<file path="src/rtl/nps_pkg.sv">
// shared types and constants of the priority scheduler
// no dependencies; used by the queue memory, the top level and the checker
package nps_pkg;

    localparam int QUEUE_DEPTH_DEF = 16;

    localparam int ID_W    = 4;
    localparam int PRIO_W  = 4;
    localparam int BURST_W = 16;
    localparam int TIME_W  = 32;

    localparam int IN_DATA_W  = 24;
    localparam int OUT_DATA_W = 72;

    localparam logic ACTION_ARRIVE = 1'b0;
    localparam logic ACTION_TICK   = 1'b1;

    localparam logic KIND_DISPATCH = 1'b0;
    localparam logic KIND_REJECT   = 1'b1;

    typedef struct packed {
        logic [BURST_W-1:0] burst;
        logic [PRIO_W-1:0]  prio;
        logic [ID_W-1:0]    id;
    } queue_entry_t;

endpackage

</file>
<file path="src/rtl/nps_queue_ram.sv">
// ready queue storage: one write port, one read port with registered data
// depends on nps_pkg for the entry type
module nps_queue_ram
    import nps_pkg::*;
#(
    parameter int DEPTH = QUEUE_DEPTH_DEF,
    parameter int IW    = $clog2(QUEUE_DEPTH_DEF)
)
(
    input  logic          clk,
    input  logic          wr_en,
    input  logic [IW-1:0] wr_addr,
    input  queue_entry_t  wr_data,
    input  logic [IW-1:0] rd_addr,
    output queue_entry_t  rd_data
);

    queue_entry_t mem [DEPTH];

    always_ff @(posedge clk)
    begin
        if (wr_en)
        begin
            mem[wr_addr] <= wr_data;
        end
        rd_data <= mem[rd_addr];
    end

endmodule

</file>
<file path="src/rtl/nonpreemptive_priority_scheduler.sv">
// Non-preemptive priority scheduler. Arrive items append a job {id, priority,
// burst} to a ready queue held in a single-port-read memory; a full queue
// rejects the job with a result of kind reject. Tick items advance time by one;
// when the running job has reached its finish time and the queue holds n jobs,
// the queue is scanned for the smallest priority number (latest entry wins
// ties), the chosen entry is removed by shifting the later entries down, and a
// dispatch result carries start and finish time. A new item is taken only in
// the idle state, so the block finishes each item before it takes the next. A
// finished result waits in the output register while the next item is taken.
// depends on nps_pkg and nps_queue_ram
module nonpreemptive_priority_scheduler
    import nps_pkg::*;
#(
    parameter int QUEUE_DEPTH = QUEUE_DEPTH_DEF
)
(
    input  logic                  clk,
    input  logic                  rst_n,
    input  logic                  s_tvalid,
    output logic                  s_tready,
    input  logic [IN_DATA_W-1:0]  s_tdata,   // job_id, job_priority, job_burst
    input  logic                  s_tuser,   // action
    output logic                  m_tvalid,
    input  logic                  m_tready,
    output logic [OUT_DATA_W-1:0] m_tdata,   // out_job_id, start_time, finish_time, zero pad
    output logic                  m_tuser    // kind
);

    localparam int IW = $clog2(QUEUE_DEPTH);
    localparam int CW = $clog2(QUEUE_DEPTH + 1);

    typedef enum logic [1:0] {ST_IDLE, ST_SCAN, ST_SHIFT, ST_EMIT} state_t;

    state_t              state_reg;
    logic [CW-1:0]       count_reg;
    logic [TIME_W-1:0]   time_reg;
    logic [TIME_W-1:0]   busy_until_reg;
    logic                busy_reg;
    logic [IW-1:0]       cmp_idx_reg;
    logic [CW-1:0]       src_reg;
    logic [IW-1:0]       dst_reg;
    logic                wr_vld_reg;
    logic                m_tvalid_reg;

    logic [IW-1:0]       best_pos_reg;
    logic [PRIO_W-1:0]   best_prio_reg;
    logic [ID_W-1:0]     best_id_reg;
    logic [BURST_W-1:0]  best_burst_reg;
    logic                res_kind_reg;
    logic [ID_W-1:0]     res_id_reg;
    logic [TIME_W-1:0]   res_finish_reg;
    logic [OUT_DATA_W-1:0] m_tdata_reg;
    logic                m_tuser_reg;

    logic [ID_W-1:0]     in_id;
    logic [PRIO_W-1:0]   in_prio;
    logic [BURST_W-1:0]  in_burst;
    logic                accept;
    logic                queue_full;
    logic                busy_next;
    logic                take;
    logic                scan_last;
    logic                out_free;
    logic [IW-1:0]       best_pos_sel;

    logic                wr_en;
    logic [IW-1:0]       wr_addr;
    queue_entry_t        wr_data;
    logic [IW-1:0]       rd_addr;
    queue_entry_t        rd_data;

    assign in_id    = s_tdata[3:0];
    assign in_prio  = s_tdata[7:4];
    assign in_burst = s_tdata[23:8];

    assign s_tready   = (state_reg == ST_IDLE);
    assign accept     = s_tvalid && s_tready;
    assign queue_full = (count_reg == CW'(QUEUE_DEPTH));
    assign busy_next  = busy_reg && (time_reg != busy_until_reg);
    assign out_free   = !m_tvalid_reg || m_tready;

    // first entry is always taken; later ones win on equal priority
    assign take         = (cmp_idx_reg == '0) || (rd_data.prio <= best_prio_reg);
    assign scan_last    = (CW'(cmp_idx_reg) == (count_reg - CW'(1)));
    assign best_pos_sel = take ? cmp_idx_reg : best_pos_reg;

    always_comb
    begin
        wr_en   = 1'b0;
        wr_addr = count_reg[IW-1:0];
        wr_data = rd_data;
        rd_addr = '0;
        unique case (state_reg)
            ST_IDLE:
            begin
                if (accept && s_tuser == ACTION_ARRIVE && !queue_full)
                begin
                    wr_en         = 1'b1;
                    wr_data.id    = in_id;
                    wr_data.prio  = in_prio;
                    wr_data.burst = (in_burst == '0) ? BURST_W'(1) : in_burst;
                end
            end
            ST_SCAN:
            begin
                rd_addr = cmp_idx_reg + IW'(1);
            end
            ST_SHIFT:
            begin
                rd_addr = src_reg[IW-1:0];
                wr_en   = wr_vld_reg;
                wr_addr = dst_reg;
            end
            ST_EMIT:
            begin
                rd_addr = '0;
            end
            default:
            begin
                rd_addr = '0;
            end
        endcase
    end

    nps_queue_ram #(
        .DEPTH (QUEUE_DEPTH),
        .IW    (IW)
    ) u_ram (
        .clk     (clk),
        .wr_en   (wr_en),
        .wr_addr (wr_addr),
        .wr_data (wr_data),
        .rd_addr (rd_addr),
        .rd_data (rd_data)
    );

    always_ff @(posedge clk or negedge rst_n)
    begin
        if (!rst_n)
        begin
            state_reg      <= ST_IDLE;
            count_reg      <= '0;
            time_reg       <= '0;
            busy_until_reg <= '0;
            busy_reg       <= 1'b0;
            cmp_idx_reg    <= '0;
            src_reg        <= '0;
            dst_reg        <= '0;
            wr_vld_reg     <= 1'b0;
            m_tvalid_reg   <= 1'b0;
        end
        else
        begin
            if (state_reg == ST_EMIT && out_free)
            begin
                m_tvalid_reg <= 1'b1;
            end
            else if (m_tvalid_reg && m_tready)
            begin
                m_tvalid_reg <= 1'b0;
            end
            unique case (state_reg)
                ST_IDLE:
                begin
                    if (accept)
                    begin
                        if (s_tuser == ACTION_ARRIVE)
                        begin
                            if (queue_full)
                            begin
                                state_reg <= ST_EMIT;
                            end
                            else
                            begin
                                count_reg <= count_reg + CW'(1);
                            end
                        end
                        else if (!busy_next && count_reg != '0)
                        begin
                            // entry 0 is being read this cycle
                            busy_reg    <= 1'b0;
                            cmp_idx_reg <= '0;
                            state_reg   <= ST_SCAN;
                        end
                        else
                        begin
                            busy_reg <= busy_next;
                            time_reg <= time_reg + TIME_W'(1);
                        end
                    end
                end
                ST_SCAN:
                begin
                    if (scan_last)
                    begin
                        src_reg    <= CW'(best_pos_sel) + CW'(1);
                        wr_vld_reg <= 1'b0;
                        state_reg  <= ST_SHIFT;
                    end
                    else
                    begin
                        cmp_idx_reg <= cmp_idx_reg + IW'(1);
                    end
                end
                ST_SHIFT:
                begin
                    // read src, write it back one place lower in the next cycle
                    if (src_reg < count_reg)
                    begin
                        wr_vld_reg <= 1'b1;
                        dst_reg    <= src_reg[IW-1:0] - IW'(1);
                        src_reg    <= src_reg + CW'(1);
                    end
                    else
                    begin
                        wr_vld_reg <= 1'b0;
                        count_reg  <= count_reg - CW'(1);
                        state_reg  <= ST_EMIT;
                    end
                end
                ST_EMIT:
                begin
                    if (out_free)
                    begin
                        state_reg <= ST_IDLE;
                        if (res_kind_reg == KIND_DISPATCH)
                        begin
                            busy_reg       <= 1'b1;
                            busy_until_reg <= res_finish_reg;
                            time_reg       <= time_reg + TIME_W'(1);
                        end
                    end
                end
                default:
                begin
                    state_reg <= ST_IDLE;
                end
            endcase
        end
    end

    always_ff @(posedge clk)
    begin
        if (state_reg == ST_IDLE && accept)
        begin
            res_kind_reg <= (s_tuser == ACTION_ARRIVE) ? KIND_REJECT : KIND_DISPATCH;
            res_id_reg   <= in_id;
        end
        if (state_reg == ST_SCAN && take)
        begin
            best_pos_reg   <= cmp_idx_reg;
            best_prio_reg  <= rd_data.prio;
            best_id_reg    <= rd_data.id;
            best_burst_reg <= rd_data.burst;
        end
        if (state_reg == ST_SHIFT)
        begin
            res_id_reg     <= best_id_reg;
            res_finish_reg <= time_reg + TIME_W'(best_burst_reg);
        end
        if (state_reg == ST_EMIT && out_free)
        begin
            m_tuser_reg <= res_kind_reg;
            if (res_kind_reg == KIND_DISPATCH)
            begin
                m_tdata_reg <= {4'b0000, res_finish_reg, time_reg, res_id_reg};
            end
            else
            begin
                m_tdata_reg <= {4'b0000, TIME_W'(0), TIME_W'(0), res_id_reg};
            end
        end
    end

    assign m_tvalid = m_tvalid_reg;
    assign m_tdata  = m_tdata_reg;
    assign m_tuser  = m_tuser_reg;

endmodule

</file>
<file path="config.mk">
export PLATFORM = sky130hd
export DESIGN_NAME = nonpreemptive_priority_scheduler
export DESIGN_NICKNAME = d
export VERILOG_FILES = /design/src/rtl/nps_pkg.sv /design/src/rtl/nps_queue_ram.sv /design/src/rtl/nonpreemptive_priority_scheduler.sv
export SDC_FILE = /design/constraint.sdc
export NUM_CORES = 1
export LEC_CHECK = 0
export ABC_AREA = 1
export BUFFER_PORTS_ARGS = -buffer_cell sky130_fd_sc_hd__buf_2
export CAP_MARGIN = 20
export CORE_UTILIZATION = 35
export CTS_CLUSTER_DIAMETER = 30
export DETAILED_ROUTE_END_ITERATION = 12
export SYNTH_ARGS = -nofsm -noshare
export SYNTH_HDL_FRONTEND = slang
export SYNTH_SLANG_ARGS = --single-unit
</file>
<file path="constraint.sdc">
create_clock -name clk -period 5.3 [get_ports clk]
set_clock_uncertainty 0.2 [all_clocks]
set_input_delay 0.265 -clock clk [delete_from_list [all_inputs] [get_ports clk]]
set_output_delay 0.265 -clock clk [all_outputs]
set_load 0.01 [all_outputs]
</file>
==> metrics.txt <==
status completed; # resized after CTS 0; first-pass GRT wire length around 110 mm; Worst path slowest cell a21oi_4; CP dominant cell by count inv_1; CP top delay family compound AO/OA/AOI/OAI gates; FF-to-FF End u_ram.rd_data[1]$_DFF_P_; post-CTS setup buffer count 0; initial antenna violation count 0; Worst-path clk slew 0.05 ns; CP Cell Sequence inv_1 > ha_1 > nand2_1 > nor2_1 > inv_1 > a21oi_4 > inv_1 > o211ai_1 > nand2_1; max-cap violations 0; synthesized flop and latch total 629; Die Span Y 281 µm; Max stage delay on crit path 0.72 ns; final count of negative-setup-slack endpoints 0; hold depth 4; Die X 281 µm; Area growth, synth to finish 21.7%; Die Area 79000 µm²; Max Root-Sink Buffers 3; RD Place Congestion 0.924; first drt pass iteration count 6; Num CTS Buffers between 100 and 150; crit start category flip-flop; number of I/O port buffers 99; Slew headroom 0.314; Synth Area per Inst roughly 11 µm²; grt met3 use 0.0360; root buffer cell clkbuf_16; Sink Count roughly 630; wire length per cell 19.8 µm; Post-synth EDFFs 518; busiest grt layer met2; Peak VDD IR a little over 0.3 mV; total power roughly 20 mW; worst hold path type input port to flip-flop; r2r startpoint state_reg[1]$_DFFE_PN0P_; CP endpoint kind flip-flop; ANT cells 0; global route overflow 0; Final Cycle Share 0.642; Syn Inst Count 2405; met2 Usage GRT 0.291; R2R setup slack 1.90 ns; PD cells 609 nW/µm²; Hold Vio Cnt, Final 0; Required @ worst endpoint approximately 5.7 ns; fin crit period 3.40 ns; most frequent cells in the layout edfxtp_1 (518), nand2_1 (479), nor2_1 (254); final hold slack 0.0398 ns; via density per instance 5.04; max reg flops about 380; commonest non-fill, non-tap cell in the layout edfxtp_1; Hold Startpoint s_tdata[8]; starting density of the core 0.356; Synth async-reset ratio 0.138; DRC violations left 0; Primary FF master, synth edfxtp_1; Hold EP u_ram.mem[0][8]$_DFFE_PP_; unrepaired setup endpoints after global routing false; CP bufs+invs 3; CTS tree yes; Nets 2624; WL final between 70 and 80 mm; Synth area leader edfxtp_1; synth unique cells 50; H-tree depth 3; register area share after synthesis 0.669; GRT Util Overall 0.185; layout cell share with drive strength beyond 1 0.159; largest net degree at the start of global routing ~170; hpwl dp between 40 and 50 mm; Tightest Pin Transition about 1.0 ns; Pins Over Slew Limit 0; area share of the largest cell type after synthesis 0.571; core area 76500 µm²; Pleak roughly 13 nW; initial DRC count around 1600; M1 GR Usage 0.256; Via Count 18600; row count around 100; vias in the first global route 18200; hold buffers post-CTS 10; path depth of the worst reg2reg path 9; WP data arrival ~3.8 ns; synth top area cells edfxtp_1 (57%), dfrtp_1 (8.0%), nand2_1 (6.6%); Final TNS setup 0 ns; fmax between 200 and 300 MHz; post-synthesis cell area around 27000 µm²; CP Max Fanout 25; Synth Warn # 0; Clock Latency Late Sink 0.70 ns; Post-DRT Antenna Nets 0; critical path type flip-flop to flip-flop; I/O pins 104
-- where the power goes --
group,switching [mW],internal (mW)
clock network,2.67,5.06
registers,0.448,6.83
logic,3.76,1.41
total,6.88,13.3
-- tightest hold or removal path: stages --
cell	delay, ns
buf_2	0.09
a41oi_1	0.06
o21ai_0	0.14
buf_4	0.23
-- cell families (layout without fill, tap and decap cells) --
logic type | count (synthesis) | count (layout) | synth area share
adders and majority gates | 38 | 38 | 0.0177
AOI/OAI and AO/OA | 448 | 448 | 0.101
buffers and inverters | 304 | 558 | 0.0491
and+or+nand+nor | 889 | 889 | 0.133
xor gates and xnor gates | 96 | 96 | 0.0309
DFF | 629 | 629 | 0.669
other | 1 | 4 | 0.000138
-- routing by layer --
metal  part of all wire  routed length [µm]
met4              0.024                1780
met3              0.065                4730
met1               0.45               32700
met2               0.46               33900
met5                  0                   0
-- cell type report --
cell class / count / area (µm²)
clock inverters: 92 / 1140
inverters: 182 / 683
clock buffers: 133 / 3080
multi-input cells: 1475 / 7790
well taps: 1030 / 1290
flip-flops and latches: 629 / 18200
repair buffers: 151 / 948
fillers: 7038 / 43300
-- how the worst max path moves through the flow --
stage                                          start                    endpoint  slack, ns  depth (start not counted)
after floorplan             state_reg[0]$_DFFE_PN0P_  u_ram.mem[15][0]$_DFFE_PP_       0.67                          8
after global placement    cmp_idx_reg[0]$_DFFE_PN0P_   u_ram.rd_data[14]$_DFF_P_       1.94                         11
after detailed placement    state_reg[1]$_DFFE_PN0P_   u_ram.rd_data[14]$_DFF_P_       1.91                          9
after CTS                   state_reg[0]$_DFFE_PN0P_   u_ram.rd_data[13]$_DFF_P_       1.89                         11
after global routing        state_reg[0]$_DFFE_PN0P_   u_ram.rd_data[14]$_DFF_P_       1.62                         11
final                       state_reg[1]$_DFFE_PN0P_    u_ram.rd_data[1]$_DFF_P_       1.90                          9
-- synth_stat cells (45+ instances only) --
cell type    n
buf_2       48
clkbuf_1    45
dfrtp_1     87
edfxtp_1   518
inv_1      170
nand2_1    480
nand3_1     52
nor2_1     267
o211ai_1    94
o21ai_0    216
o22ai_1     46
xor2_1      60
-- stage by stage --
stage               std cells  utilization  instance area [µm²]  setup slack (ns)
floorplan                2408            -                27300             0.667
global placement         3457        0.377                28800              1.94
detailed placement       3457        0.377                28800              1.91
CTS                      3692        0.433                33100              1.89
global route             3692        0.433                33100              1.62
finish                   3692        0.433                33100              1.90
No activity file was read; power rests on OpenSTA's default activity.
